**config.mk**
```make
export PLATFORM = sky130hd
export DESIGN_NAME = utf8_validate_count_substring
export DESIGN_NICKNAME = d
export VERILOG_FILES = /design/src/hw/rtl/u8vcs_pkg.sv /design/src/hw/rtl/utf8_validate_count_substring.sv
export SDC_FILE = /design/constraint.sdc
export NUM_CORES = 1
export LEC_CHECK = 0
export ABC_AREA = 0
export BUFFER_PORTS_ARGS = -buffer_cell sky130_fd_sc_hd__buf_4
export CELL_PAD_IN_SITES_DETAIL_PLACEMENT = 0
export CELL_PAD_IN_SITES_GLOBAL_PLACEMENT = 1
export CORE_MARGIN = 1.5
export CORE_UTILIZATION = 45
export DETAILED_ROUTE_END_ITERATION = 8
export PLACE_DENSITY_LB_ADDON = 0.12
export RECOVER_POWER = 25
export SLEW_MARGIN = 0
export SYNTH_ARGS = -nofsm -noshare
export SYNTH_HDL_FRONTEND = slang
export SYNTH_SLANG_ARGS = --single-unit
export TNS_END_PERCENT = 50
```
**constraint.sdc**
```tcl
create_clock -name clk -period 8.1 [get_ports clk]
set_input_delay 2.025 -clock clk [delete_from_list [all_inputs] [get_ports clk]]
set_output_delay 2.025 -clock clk [all_outputs]
set_load 0.05 [all_outputs]
```
**src/hw/rtl/u8vcs_pkg.sv**
```systemverilog
// shared types and constants for the utf-8 validate / count / substring block
// no dependencies
package u8vcs_pkg;

  localparam int unsigned COUNT_WIDTH = 32;
  localparam int unsigned CFG_WIDTH   = 32;
  localparam int unsigned BYTE_WIDTH  = 8;
  localparam int unsigned CP_WIDTH    = 32;
  localparam int unsigned LEN_WIDTH   = 3;
  localparam int unsigned TOTAL_WIDTH = 32;
  // cp_bytes + cp_length + code_point_total + invalid_seen + substring_complete
  localparam int unsigned OUT_FIELDS_WIDTH = CP_WIDTH + LEN_WIDTH + TOTAL_WIDTH + 2;
  localparam int unsigned OUT_TDATA_WIDTH  = ((OUT_FIELDS_WIDTH + 7) / 8) * 8;

  // configuration register indexes
  typedef enum logic [0:0] {
    CFG_SKIP_COUNT = 1'b0,
    CFG_TAKE_COUNT = 1'b1
  } cfg_index_t;

  // result kinds
  typedef enum logic [0:0] {
    KIND_CODE_POINT = 1'b0,
    KIND_STATUS     = 1'b1
  } result_kind_t;

  // allowed range of the next continuation byte
  typedef enum logic [2:0] {
    RANGE_80_BF = 3'd0,
    RANGE_A0_BF = 3'd1,
    RANGE_80_9F = 3'd2,
    RANGE_90_BF = 3'd3,
    RANGE_80_8F = 3'd4
  } byte_range_t;

  typedef logic [COUNT_WIDTH-1:0] count_t;

endpackage

```
**src/hw/rtl/utf8_validate_count_substring.sv**
```systemverilog
// utf-8 validator with code point counter and substring extraction
// depends on u8vcs_pkg
//
// Takes one string byte per item and checks it against the well-formed
// utf-8 sequence table; a zero byte ends the string and yields one status
// item (total count, error, substring complete), after which the block
// clears itself while keeping skip_count and take_count. Code points after
// the first skip_count, up to take_count of them, come out as one item each.
// Throughput is one byte per cycle while no result waits on a stalled output.
// The byte sits in the input register while the sequence decode and the
// saturating counters work on it, and its result then goes to the result register.
// The user must write configuration only while no item is in flight; the block does not enforce it.
module utf8_validate_count_substring (
  input  logic                                 clk,
  input  logic                                 rst_n,
  // configuration write port
  input  logic                                 cfg_we,
  input  logic [0:0]                           cfg_index,
  input  logic [u8vcs_pkg::CFG_WIDTH-1:0]      cfg_wdata,
  // input stream
  input  logic                                 in_tvalid,
  output logic                                 in_tready,
  input  logic [u8vcs_pkg::BYTE_WIDTH-1:0]     in_tdata,   // data_byte
  // result stream
  output logic                                 out_tvalid,
  input  logic                                 out_tready,
  // cp_bytes[31:0], cp_length[34:32], code_point_total[66:35],
  // invalid_seen[67], substring_complete[68], zero fill above
  output logic [u8vcs_pkg::OUT_TDATA_WIDTH-1:0] out_tdata,
  output logic                                 out_tuser   // result_kind
);

  localparam int unsigned CW = u8vcs_pkg::COUNT_WIDTH;
  localparam int unsigned WW = (CW > u8vcs_pkg::CFG_WIDTH) ? CW + 1 : u8vcs_pkg::CFG_WIDTH + 1;
  localparam logic [CW-1:0] COUNT_MAX = '1;
  localparam int unsigned PAD_WIDTH =
    u8vcs_pkg::OUT_TDATA_WIDTH - u8vcs_pkg::OUT_FIELDS_WIDTH;

  // configuration
  logic [u8vcs_pkg::CFG_WIDTH-1:0] skip_count_r;
  logic [u8vcs_pkg::CFG_WIDTH-1:0] take_count_r;

  // input register
  logic                              s1_valid_r;
  logic [u8vcs_pkg::BYTE_WIDTH-1:0]  s1_byte_r;

  // decoder state
  logic [1:0]                        need_r, need_nxt;
  u8vcs_pkg::byte_range_t            range_r, range_nxt;
  logic [u8vcs_pkg::CP_WIDTH-1:0]    partial_r, partial_nxt;
  logic [u8vcs_pkg::LEN_WIDTH-1:0]   plen_r, plen_nxt;
  u8vcs_pkg::count_t                 seen_r, seen_nxt;
  u8vcs_pkg::count_t                 taken_r, taken_nxt;
  logic                              err_r, err_nxt;

  // result register
  logic                              out_valid_r;
  u8vcs_pkg::result_kind_t           out_kind_r;
  logic [u8vcs_pkg::CP_WIDTH-1:0]    out_cp_r;
  logic [u8vcs_pkg::LEN_WIDTH-1:0]   out_len_r;
  logic [u8vcs_pkg::TOTAL_WIDTH-1:0] out_total_r;
  logic                              out_inv_r;
  logic                              out_sub_r;

  // result of this byte
  logic                              res_valid;
  u8vcs_pkg::result_kind_t           res_kind;
  logic [u8vcs_pkg::CP_WIDTH-1:0]    res_cp;
  logic [u8vcs_pkg::LEN_WIDTH-1:0]   res_len;
  logic [u8vcs_pkg::TOTAL_WIDTH-1:0] res_total;
  logic                              res_inv;
  logic                              res_sub;

  logic                              advance;

  // working values
  logic [7:0]                        b;
  logic                              cont_ok;
  logic                              lead_ok;
  logic [1:0]                        lead_need;
  u8vcs_pkg::byte_range_t            lead_range;
  logic                              finish;
  logic [u8vcs_pkg::CP_WIDTH-1:0]    cp_built;
  logic [u8vcs_pkg::LEN_WIDTH-1:0]   len_built;
  u8vcs_pkg::count_t                 seen_inc;
  logic                              bad_end;

  assign b = s1_byte_r;

  always_comb begin
    case (range_r)
      u8vcs_pkg::RANGE_A0_BF: cont_ok = (b >= 8'hA0) && (b <= 8'hBF);
      u8vcs_pkg::RANGE_80_9F: cont_ok = (b >= 8'h80) && (b <= 8'h9F);
      u8vcs_pkg::RANGE_90_BF: cont_ok = (b >= 8'h90) && (b <= 8'hBF);
      u8vcs_pkg::RANGE_80_8F: cont_ok = (b >= 8'h80) && (b <= 8'h8F);
      default:                cont_ok = (b >= 8'h80) && (b <= 8'hBF);
    endcase
  end

  always_comb begin
    lead_ok    = 1'b1;
    lead_need  = 2'd0;
    lead_range = u8vcs_pkg::RANGE_80_BF;
    case (b) inside
      [8'h00:8'h7F]: lead_need = 2'd0;
      [8'hC2:8'hDF]: lead_need = 2'd1;
      8'hE0: begin
        lead_need  = 2'd2;
        lead_range = u8vcs_pkg::RANGE_A0_BF;
      end
      8'hED: begin
        lead_need  = 2'd2;
        lead_range = u8vcs_pkg::RANGE_80_9F;
      end
      [8'hE1:8'hEC], [8'hEE:8'hEF]: lead_need = 2'd2;
      8'hF0: begin
        lead_need  = 2'd3;
        lead_range = u8vcs_pkg::RANGE_90_BF;
      end
      8'hF4: begin
        lead_need  = 2'd3;
        lead_range = u8vcs_pkg::RANGE_80_8F;
      end
      [8'hF1:8'hF3]: lead_need = 2'd3;
      default: lead_ok = 1'b0;
    endcase
  end

  // continuation byte lands in the lane after the gathered ones
  assign cp_built  = partial_r |
    (u8vcs_pkg::CP_WIDTH'(b) << {plen_r[1:0], 3'b000});
  assign len_built = plen_r + u8vcs_pkg::LEN_WIDTH'(1);
  assign seen_inc  = (seen_r == COUNT_MAX) ? seen_r : seen_r + CW'(1);
  assign bad_end   = err_r || (need_r != 2'd0);

  always_comb begin
    need_nxt    = need_r;
    range_nxt   = range_r;
    partial_nxt = partial_r;
    plen_nxt    = plen_r;
    seen_nxt    = seen_r;
    taken_nxt   = taken_r;
    err_nxt     = err_r;
    finish      = 1'b0;
    res_valid   = 1'b0;
    res_kind    = u8vcs_pkg::KIND_CODE_POINT;
    res_cp      = '0;
    res_len     = '0;
    res_total   = '0;
    res_inv     = 1'b0;
    res_sub     = 1'b0;

    if (b == 8'h00) begin
      // terminator: status item, then back to the cleared state
      res_valid = 1'b1;
      res_kind  = u8vcs_pkg::KIND_STATUS;
      res_inv   = bad_end;
      if (!bad_end) begin
        res_total = (WW'(seen_r) > WW'(32'hFFFF_FFFF)) ? '1 :
                    u8vcs_pkg::TOTAL_WIDTH'(seen_r);
      end
      res_sub = (take_count_r != '0) && (WW'(taken_r) == WW'(take_count_r));
      need_nxt    = 2'd0;
      range_nxt   = u8vcs_pkg::RANGE_80_BF;
      partial_nxt = '0;
      plen_nxt    = '0;
      seen_nxt    = '0;
      taken_nxt   = '0;
      err_nxt     = 1'b0;
    end else if (!err_r) begin
      if (need_r == 2'd0) begin
        if (!lead_ok) begin
          err_nxt = 1'b1;
        end else begin
          partial_nxt = u8vcs_pkg::CP_WIDTH'(b);
          plen_nxt    = u8vcs_pkg::LEN_WIDTH'(1);
          need_nxt    = lead_need;
          range_nxt   = lead_range;
          finish      = (lead_need == 2'd0);
        end
      end else if (!cont_ok) begin
        err_nxt     = 1'b1;
        need_nxt    = 2'd0;
        range_nxt   = u8vcs_pkg::RANGE_80_BF;
        partial_nxt = '0;
        plen_nxt    = '0;
      end else begin
        partial_nxt = cp_built;
        plen_nxt    = len_built;
        need_nxt    = need_r - 2'd1;
        range_nxt   = u8vcs_pkg::RANGE_80_BF;
        finish      = (need_r == 2'd1);
      end

      if (finish) begin
        seen_nxt = seen_inc;
        if ((WW'(seen_inc) > WW'(skip_count_r)) && (WW'(taken_r) < WW'(take_count_r))) begin
          res_valid = 1'b1;
          res_cp    = partial_nxt;
          res_len   = plen_nxt;
          taken_nxt = (taken_r == COUNT_MAX) ? taken_r : taken_r + CW'(1);
        end
        need_nxt    = 2'd0;
        range_nxt   = u8vcs_pkg::RANGE_80_BF;
        partial_nxt = '0;
        plen_nxt    = '0;
      end
    end
  end

  // a byte with no result never waits on the output side
  assign advance   = s1_valid_r && (!res_valid || !out_valid_r || out_tready);
  assign in_tready = !s1_valid_r || advance;

  always_ff @(posedge clk) begin
    if (!rst_n) begin
      skip_count_r <= '0;
      take_count_r <= '0;
    end else if (cfg_we) begin
      case (cfg_index)
        u8vcs_pkg::CFG_SKIP_COUNT: skip_count_r <= cfg_wdata;
        u8vcs_pkg::CFG_TAKE_COUNT: take_count_r <= cfg_wdata;
        default: ;
      endcase
    end
  end

  always_ff @(posedge clk) begin
    if (!rst_n) begin
      s1_valid_r <= 1'b0;
    end else if (in_tready) begin
      s1_valid_r <= in_tvalid;
    end
  end

  always_ff @(posedge clk) begin
    if (in_tready && in_tvalid) begin
      s1_byte_r <= in_tdata;
    end
  end

  always_ff @(posedge clk) begin
    if (!rst_n) begin
      need_r    <= 2'd0;
      range_r   <= u8vcs_pkg::RANGE_80_BF;
      partial_r <= '0;
      plen_r    <= '0;
      seen_r    <= '0;
      taken_r   <= '0;
      err_r     <= 1'b0;
    end else if (advance) begin
      need_r    <= need_nxt;
      range_r   <= range_nxt;
      partial_r <= partial_nxt;
      plen_r    <= plen_nxt;
      seen_r    <= seen_nxt;
      taken_r   <= taken_nxt;
      err_r     <= err_nxt;
    end
  end

  always_ff @(posedge clk) begin
    if (!rst_n) begin
      out_valid_r <= 1'b0;
    end else if (advance && res_valid) begin
      out_valid_r <= 1'b1;
    end else if (out_tready) begin
      out_valid_r <= 1'b0;
    end
  end

  always_ff @(posedge clk) begin
    if (advance && res_valid) begin
      out_kind_r  <= res_kind;
      out_cp_r    <= res_cp;
      out_len_r   <= res_len;
      out_total_r <= res_total;
      out_inv_r   <= res_inv;
      out_sub_r   <= res_sub;
    end
  end

  assign out_tvalid = out_valid_r;
  assign out_tuser  = out_kind_r;
  assign out_tdata  = {{PAD_WIDTH{1'b0}}, out_sub_r, out_inv_r, out_total_r,
                       out_len_r, out_cp_r};

endmodule
```
==> results of run 1 <==
[critical path, delay by kind of cell, from the launching register on]
family	cells	cell delay [ns]
fa+ha+maj	1	0.29
simple gates	10	2.59
xor+xnor	1	0.09
buf+inv	1	0.20
flops	1	0.47
compound gates	4	1.02
[layer usage]
metal  routed length [um]  vias to the layer above
li1                     -                     5217
met1                16500                     4881
met2                14500                      268
met3                 1550                       47
met4                  767                        0
met5                    0                        -
[worst max path at each step]
stage / startpoint / to / cells past startpoint
final: seen_r[12] / in_tready / 17
after detailed placement: seen_r[28] / in_tready / 17
after global placement: seen_r[11] / in_tready / 17
after floorplan: seen_r[3] / out_cp_r[0] / 18
after global routing: seen_r[12] / in_tready / 17
after CTS: seen_r[28] / in_tready / 17
[placed cells by master, fill, tap and decap left out, drive strengths merged, types with 9 or more instances in the layout]
cell	instances
a21oi	148
a22oi	31
and2	44
and3	19
buf	118
clkbuf	49
clkinv	9
dfxtp	171
edfxtp	78
ha	69
inv	88
nand2	236
nand3	43
nand4	34
nor2	82
nor3	14
nor4	24
o21ai	61
o2bb2ai	26
o31ai	12
or3	32
xnor2	21
xor2	10
[per-stage QoR]
| stage | instances | utilization, % | hold WS [ns] | area, um2 |
|---|---|---|---|---|
| floorplan | 1426 | - | 0.421 | 12500 |
| CTS | 1897 | 53.3 | 0.454 | 14400 |
| global placement | 1847 | 50.1 | 0.433 | 13600 |
| finish | 1897 | 53.2 | 0.450 | 14400 |
| global route | 1897 | 53.2 | 0.468 | 14400 |
| detailed placement | 1847 | 50.1 | 0.438 | 13600 |
[state kept, by name (all words and copies together), names as in the netlist, 2 cells and up]
signal / flops
out_cp_r: 32
out_total_r: 32
partial_r: 32
seen_r: 32
skip_count_r: 32
take_count_r: 32
taken_r: 32
b: 8
out_len_r: 3
plen_r: 3
range_r: 3
need_r: 2
[where the power goes]
part | total, mW | internal, mW | switching, mW
logic | 0.186 | 0.0624 | 0.123
clock network | 1.19 | 0.689 | 0.501
registers | 1.33 | 1.30 | 0.0253
total | 2.70 | 2.05 | 0.650
[cell families (layout without fill, tap and decap cells)]
group                      after synthesis  after routing  synth area share (%)
AOI/OAI and AO/OA                      336            336                  16.8
xor gates and xnor gates                31             31                  2.18
adders and majority gates               69             69                  6.92
buffers and inverters                  168            267                  5.42
DFF                                    249            249                  46.2
muxes                                   10             10                 0.823
other                                    1              3                0.0301
and+or+nand+nor                        560            560                  21.6
[layout make-up]
type	instances	area, um2	area share [%]
clock buffers	37	723	5.02
clock inverters	13	125	0.868
inverters	87	327	2.27
multi-input cells	1009	6050	42.0
flip-flops and latches	249	5770	40.0
repair buffers	130	961	6.66
well taps	372	465	3.23
==> results.cfg, run 1 <==
[placement]
routabilityCongestion = 0.805
dp_slack_ns = 1.43
portBuffers = 117
dp_hpwl_mm = 23.7

[critical_path]
crit_arrival_ns = 5.24
slowest_stage = dfxtp_1
reg2reg_slack_ns = 2.39
crit_path_end_kind = primary output
critPathMaxFanout = 8
required_ns = 6.08
regToRegStartpoint = seen_r[12]
cpMostUsedCell = nand3_1
cpPeakStageDelay_ns = 0.47
r2r_end = seen_r[9]
path_class = reg -> out
crit_chain = nand4_1 -> nor3_1 -> nand3_1 -> nor2_1 -> nor2_1 -> and2_1 -> nand3_1 -> xnor2_1 -> ha_1 -> nand4_1 -> nor4_1 -> a21boi_0 -> o31ai_1 -> o2111ai_1 -> nand3_1 -> a211o_2 -> buf_4
reg2reg_depth = 19
cp-start-kind = flop

[final_layout]
fillers = 2599
drive_gt1_share_pct = 12.1
area_growth_pct = 15.6
diodes = 0
nNetsFinal = 1619

[global_route]
top_usage_layer = met2
grt_pass1_wl_mm = 53.0
met1_usage_pct = 34.7
antenna_found_initial = 0
track_usage_pct = 23.2
grt_use_met3_pct = 2.78
grt_max_degree = 81
grt_pass1_vias = 9528
gr-total-overflow = 0
grt_use_met2_pct = 35.3

[sta]
rsz0062_at_grt = false
final.setup.worst_slack_ns = 0.840
setup-violations-final = 0
worstMarginPinSlew_ns = 3.86
fin_crit_sh_pct = 89.6
tns_ns = 0
fin_skew_ns = 0.0217
timing.fmax_ghz = 0.138
period_needed_ns = 7.26
slew_viol_final = 168
slew_headroom_pct = -157
finalHoldViolCount = 0

[logic_synthesis]
ys_seq_area_share_pct = 46.2
synth-edff-count = 78
ys_seq_elements = 249
async_reset_ff_share_pct = 0
synth.distinct_cells = 73
ys_top_cells_by_count = nand2_1 (235), dfxtp_1 (171), a21oi_1 (148)
synth_top_area_share_pct = 27.5
ys_top_cells_by_area = dfxtp_1 (27%), edfxtp_1 (19%), nand2_1 (7.1%)
synth_area_um2 = 12500
synth_area_per_cell_um2 = 8.76
yosysWarningCount = 0
syn_inst = 1424
synth_top_area_cell = dfxtp_1
synth_most_common_cell = nand2_1
synthFlopType = dfxtp_1

[run_status]
status = finished, violations left
violations = max-capacitance violations, max-slew violations

[hold_path]
hold_class = reg -> reg
whs_path_depth = 1
hold_end = partial_r[14]
hold_start = partial_r[14]

[clock_network]
clk_latency_ns = 0.54
cts_tree = built
cts_setup_buffers = 0
ctsResizeCount = 0
clock_sinks = 249
cts_buffers = 27
cts.clk_slew.worst_paths_ns = 0.06
clockRootBuffer = clkbuf_16
h-tree-depth = 1
cts_buffer_depth = 3
cts_hold_buf = 0

[floorplan]
die_x_um = 169
initial_core_util_pct = 46.0
dieArea_um2 = 28700
dieHeight_um = 169
coreArea_um2 = 27100
rows = 60
ios = 121

[detailed_routing]
drt_first_pass_iters = 5
drtIter0Drc = 790
num_vias = 10413
vias_per_cell = 5.49
ant_nets = 0
drc_errors = 0
wl_per_cell_um = 17.6
routed_wl_mm = 33.4

[power]
pwr_density_cell_nw_per_um2 = 188
power_mw = 2.70
ir_drop_mv = 0.143
p_leak_nw = 5.30

[flow_run]
drv_cap = 3
(Power assumes the default switching activity.)
==> run 2, diff against run 1 <==
Settings changed: ABC_AREA 0 to 1, CORE_UTILIZATION 45 to 44.
==> results.cfg, run 2 <==
[run_status]
violations = max-capacitance violations, max-slew violations
status = finished, violations left

[power]
ir_drop_mv = 0.145
sequentialPowerShare_pct = 45.1
p_int_mw = 2.16
p_comb_share_pct = 12.6
pwr_density_cell_nw_per_um2 = 192
p_leak_nw = 6.51
p_sw_share_pct = 27.8
p_switching_mw = 0.831
clock_power_share_pct = 42.3
power_mw = 2.99

[logic_synthesis]
ys_seq_area_share_pct = 42.2
synthFlopType = dfxtp_1
ys_top_cells_by_count = nand2_1 (373), nor2_1 (245), a21oi_1 (209)
async_reset_ff_share_pct = 0
ys_top_cells_by_area = dfxtp_1 (25%), edfxtp_1 (17%), nand2_1 (10%)
synth_most_common_cell = nand2_1
syn_inst = 1846
yosysWarningCount = 0
synth-edff-count = 78
synth_top_area_cell = dfxtp_1
synth.distinct_cells = 40
synth_area_um2 = 13700
synth_top_area_share_pct = 25.1
synth_area_per_cell_um2 = 7.40
ys_seq_elements = 249

[final_layout]
final_cell_mix = nand2_1 (373), nor2_1 (245), a21oi_1 (209), inv_1 (185), dfxtp_1 (171)
drive_gt1_share_pct = 9.58
final_common_cell = nand2_1
fin_util_pct = 51.0
diodes = 0
area_growth_pct = 14.2
instances_no_fill = 2327
nNetsFinal = 2024

[detailed_routing]
ant_nets = 0
num_vias = 12486
routed_wl_mm = 40.0
wl_per_cell_um = 17.2
drc_errors = 0
drt_first_pass_iters = 8
vias_per_cell = 5.37
drtIter0Drc = 957

[sta]
slew_headroom_pct = -55.4
timing.fmax_ghz = 0.145
setup-violations-final = 0
worstMarginPinSlew_ns = 2.33
period_needed_ns = 6.91
tns_ns = 0
fin_skew_ns = 0.0132
hold_ws_ns = 0.466
finalHoldViolCount = 0
slew_viol_final = 129
rsz0062_at_grt = false
fin_crit_sh_pct = 85.3

[floorplan]
ios = 121
rows = 64
coreArea_um2 = 30600
dieArea_um2 = 32100
die_x_um = 179
initial_core_util_pct = 44.6
dieHeight_um = 179

[critical_path]
path_class = reg -> out
setup.worst_path.start = seen_r[1]
cp-start-kind = flop
crit_path_end_kind = primary output
required_ns = 6.08
crit_arrival_ns = 4.89
critPathMaxFanout = 41
regToRegStartpoint = seen_r[1]

[clock_network]
cts.clk_slew.worst_paths_ns = 0.06
clockRootBuffer = clkbuf_16
cts_buffers = 28
clk_latency_ns = 0.55
cts_setup_buffers = 0
ctsResizeCount = 0
clock_sinks = 249
cts_buffer_depth = 3
cts_tree = built
cts_hold_buf = 0
h-tree-depth = 1

[hold_path]
hold_start = skip_count_r[2]
hold_class = reg -> reg

[placement]
portBuffers = 117
routabilityCongestion = 0.893
dp.cells = 2275
dp_hpwl_mm = 28.2

[global_route]
grt_pass1_wl_mm = 63.1
grt_pass1_vias = 11486
gr-total-overflow = 0
antenna_found_initial = 0
track_usage_pct = 25.0
grt_max_degree = 79

[flow_run]
drv_cap = 2
## run 2: layer usage
metal / vias up / wire, um / GRT usage, % / share of wire, %
li1: 6267 / - / - / -
met1: 5780 / 19200 / 36.4 / 48
met2: 387 / 17600 / 39.6 / 44
met3: 52 / 2400 / 2.69 / 6.0
met4: 0 / 752 / 5.85 / 1.9
met5: - / 0 / 0 / 0
## run 2: metrics by stage
| step | instance area [um2] | worst slack [ns] |
|---|---|---|
| finish | 15600 | 1.19 |
| global route | 15600 | 0.734 |
| CTS | 15600 | 1.16 |
| detailed placement | 14700 | 1.80 |
| global placement | 14700 | 1.96 |
| floorplan | 13700 | 2.77 |
## run 2: kinds of logic after synthesis
kind of cell / count (synthesis) / synth area share, %
other: 1 / 0.0275
adder cells (fa/ha/maj): 69 / 6.32
AND/OR/NAND/NOR: 820 / 25.5
flip-flops: 249 / 42.2
XOR/XNOR: 59 / 3.78
AO/OA/AOI/OAI: 357 / 13.8
buffers and inverters: 291 / 8.38
## run 2: cell type report
type / count / area, um2
fillers: 3103 / 15000
multi-input cells: 1308 / 6730
flip-flops and latches: 249 / 5770
repair buffers: 131 / 972
clock buffers: 32 / 737
inverters: 191 / 717
well taps: 396 / 495
clock inverters: 20 / 175
## run 2: power by group through the flow
stage | combinational [mW] | sequential, mW | clock, mW
2_1_floorplan | 0.263 | 1.38 | 0
3_3_place_gp | 0.373 | 1.38 | 0
3_5_place_dp | 0.375 | 1.38 | 0
4_1_cts | 0.377 | 1.35 | 1.29
5_1_grt | 0.425 | 1.35 | 1.34
6_report | 0.376 | 1.35 | 1.26
## run 2: worst paths after layout
| kind | endpoint | slack (ns) | cells after the start |
|---|---|---|---|
| worst max-delay path | in_tready | 1.19 | 21 |
| worst max register to register | partial_r[7] | 2.02 | 26 |
| worst min register to register | skip_count_r[2] | 0.47 | 2 |
| worst min-delay path | skip_count_r[2] | 0.47 | 2 |
## run 2: critical path, cell delays in order (launching register included)
cell and delay [ns]:
dfxtp_1 0.37, ha_1 0.21, inv_1 0.08, nor3_1 0.34, nand2_1 0.18, nor2_1 0.19, nand4_1 0.49, buf_4 0.48
o21ai_0 0.28, inv_1 0.08, ha_1 0.29, nand2_1 0.06, nor2_1 0.04, nand2_1 0.06, nor2_1 0.04, nand2_1 0.07
nand3_1 0.07, a21oi_1 0.22, nand3_1 0.11, nand2_1 0.16, nand3_1 0.22, buf_4 0.28
==> run 3, diff against run 2 <==
Settings changed: CORE_ASPECT_RATIO set to 0.8.
==> results.cfg, run 3 (synthesis gave the netlist of run 2 again) <==
[critical_path]
cp-start-kind = flop
path_class = reg -> out
required_ns = 6.08
reg2reg_depth = 27
crit_arrival_ns = 4.77
reg2reg_slack_ns = 2.01
crit_path_end_kind = primary output
r2r_end = out_total_r[29]
critPathMaxFanout = 27
regToRegStartpoint = seen_r[1]

[global_route]
track_usage_pct = 24.9
gr-total-overflow = 0
grt_max_degree = 79
grt_pass1_vias = 11614
grt_pass1_wl_mm = 63.4
antenna_found_initial = 0

[clock_network]
h-tree-depth = 1
cts_buffer_depth = 3
cts_hold_buf = 0
clock_sinks = 249
cts_tree = built
ctsResizeCount = 0
cts_buffers = 27
cts_setup_buffers = 0
clockRootBuffer = clkbuf_16
clk_latency_ns = 0.55
cts.clk_slew.worst_paths_ns = 0.06

[hold_path]
hold_end = need_r[1]
hold_class = reg -> reg
whs_path_depth = 2
hold_start = need_r[1]

[final_layout]
final_cell_mix = nand2_1 (373), nor2_1 (245), a21oi_1 (209), inv_1 (185), dfxtp_1 (171)
diodes = 0
final_common_cell = nand2_1
area_growth_pct = 14.1
instances_no_fill = 2342
nNetsFinal = 2024
drive_gt1_share_pct = 9.23
fin_util_pct = 51.1

[detailed_routing]
num_vias = 12406
wl_per_cell_um = 16.8
drt_first_pass_iters = 5
routed_wl_mm = 39.4
vias_per_cell = 5.30
drc_errors = 0
ant_nets = 0
drtIter0Drc = 908

[run_status]
status = finished, violations left
violations = max-capacitance violations, max-slew violations

[power]
pwr_density_cell_nw_per_um2 = 190
power_mw = 2.95
p_leak_nw = 6.49
ir_drop_mv = 0.155

[sta]
timing.fmax_ghz = 0.147
fin_crit_sh_pct = 83.9
final.setup.worst_slack_ns = 1.31
finalHoldViolCount = 0
slew_viol_final = 217
slew_headroom_pct = -84.9
fin_skew_ns = 0.0113
rsz0062_at_grt = false
tns_ns = 0
period_needed_ns = 6.79
worstMarginPinSlew_ns = 2.77
setup-violations-final = 0

[floorplan]
die_x_um = 200
initial_core_util_pct = 44.8
dieArea_um2 = 32100
coreArea_um2 = 30500
rows = 57
ios = 121
dieHeight_um = 161

[placement]
dp.cells = 2293
portBuffers = 117
dp_slack_ns = 1.97
dp_hpwl_mm = 28.1
routabilityCongestion = 0.892

[flow_run]
drv_cap = 4
-- run 3: how the worst max path moves through the flow --
stage | from | to | slack (ns) | cells past startpoint
floorplan | seen_r[1] | in_tready | 2.77 | 20
global placement | seen_r[1] | in_tready | 2.12 | 24
detailed placement | seen_r[1] | in_tready | 1.97 | 21
CTS | seen_r[1] | in_tready | 1.35 | 21
global route | seen_r[1] | in_tready | 0.86 | 21
finish | seen_r[1] | in_tready | 1.31 | 21
-- run 3: metal layers --
| layer | vias up | global-route usage (%) | wire length (um) |
|---|---|---|---|
| met5 | - | 0 | 0 |
| met4 | 0 | 4.78 | 654 |
| met3 | 47 | 4.20 | 2390 |
| met2 | 331 | 37.3 | 16900 |
| met1 | 5748 | 37.5 | 19500 |
| li1 | 6280 | - | - |
-- run 3: layout make-up --
| class | instances | area [um2] |
|---|---|---|
| Clock buffer | 43 | 786 |
| Clock inverter | 6 | 81.3 |
| Fill cell | 3023 | 14900 |
| Inverter | 191 | 717 |
| Multi-Input combinational cell | 1308 | 6730 |
| Sequential cell | 249 | 5770 |
| Tap cell | 413 | 517 |
| Timing Repair Buffer | 132 | 976 |
-- run 3: power by group --
| part | internal, mW | switching [mW] |
|---|---|---|
| Clock | 0.724 | 0.499 |
| Combinational | 0.111 | 0.268 |
| Sequential | 1.33 | 0.0241 |
-- run 3: stage by stage --
step	hold slack (ns)	area, um2
after detailed placement	0.455	14700
after CTS	0.465	15600
after global routing	0.481	15600
final	0.464	15600
after floorplan	0.435	13700
after global placement	0.451	14700
-- run 3: worst max-delay path, stage by stage, from the launching register on --
cell	delay, ns
dfxtp_1	0.37
ha_1	0.20
inv_1	0.08
nor3_1	0.36
nand2_1	0.20
nor2_1	0.25
nand4_1	0.40
buf_4	0.39
o21ai_0	0.28
inv_1	0.08
ha_1	0.29
nand2_1	0.06
nor2_1	0.04
nand2_1	0.06
nor2_1	0.04
nand2_1	0.08
nand3_1	0.09
a21oi_1	0.23
nand3_1	0.12
nand2_1	0.20
nand3_1	0.17
buf_4	0.24
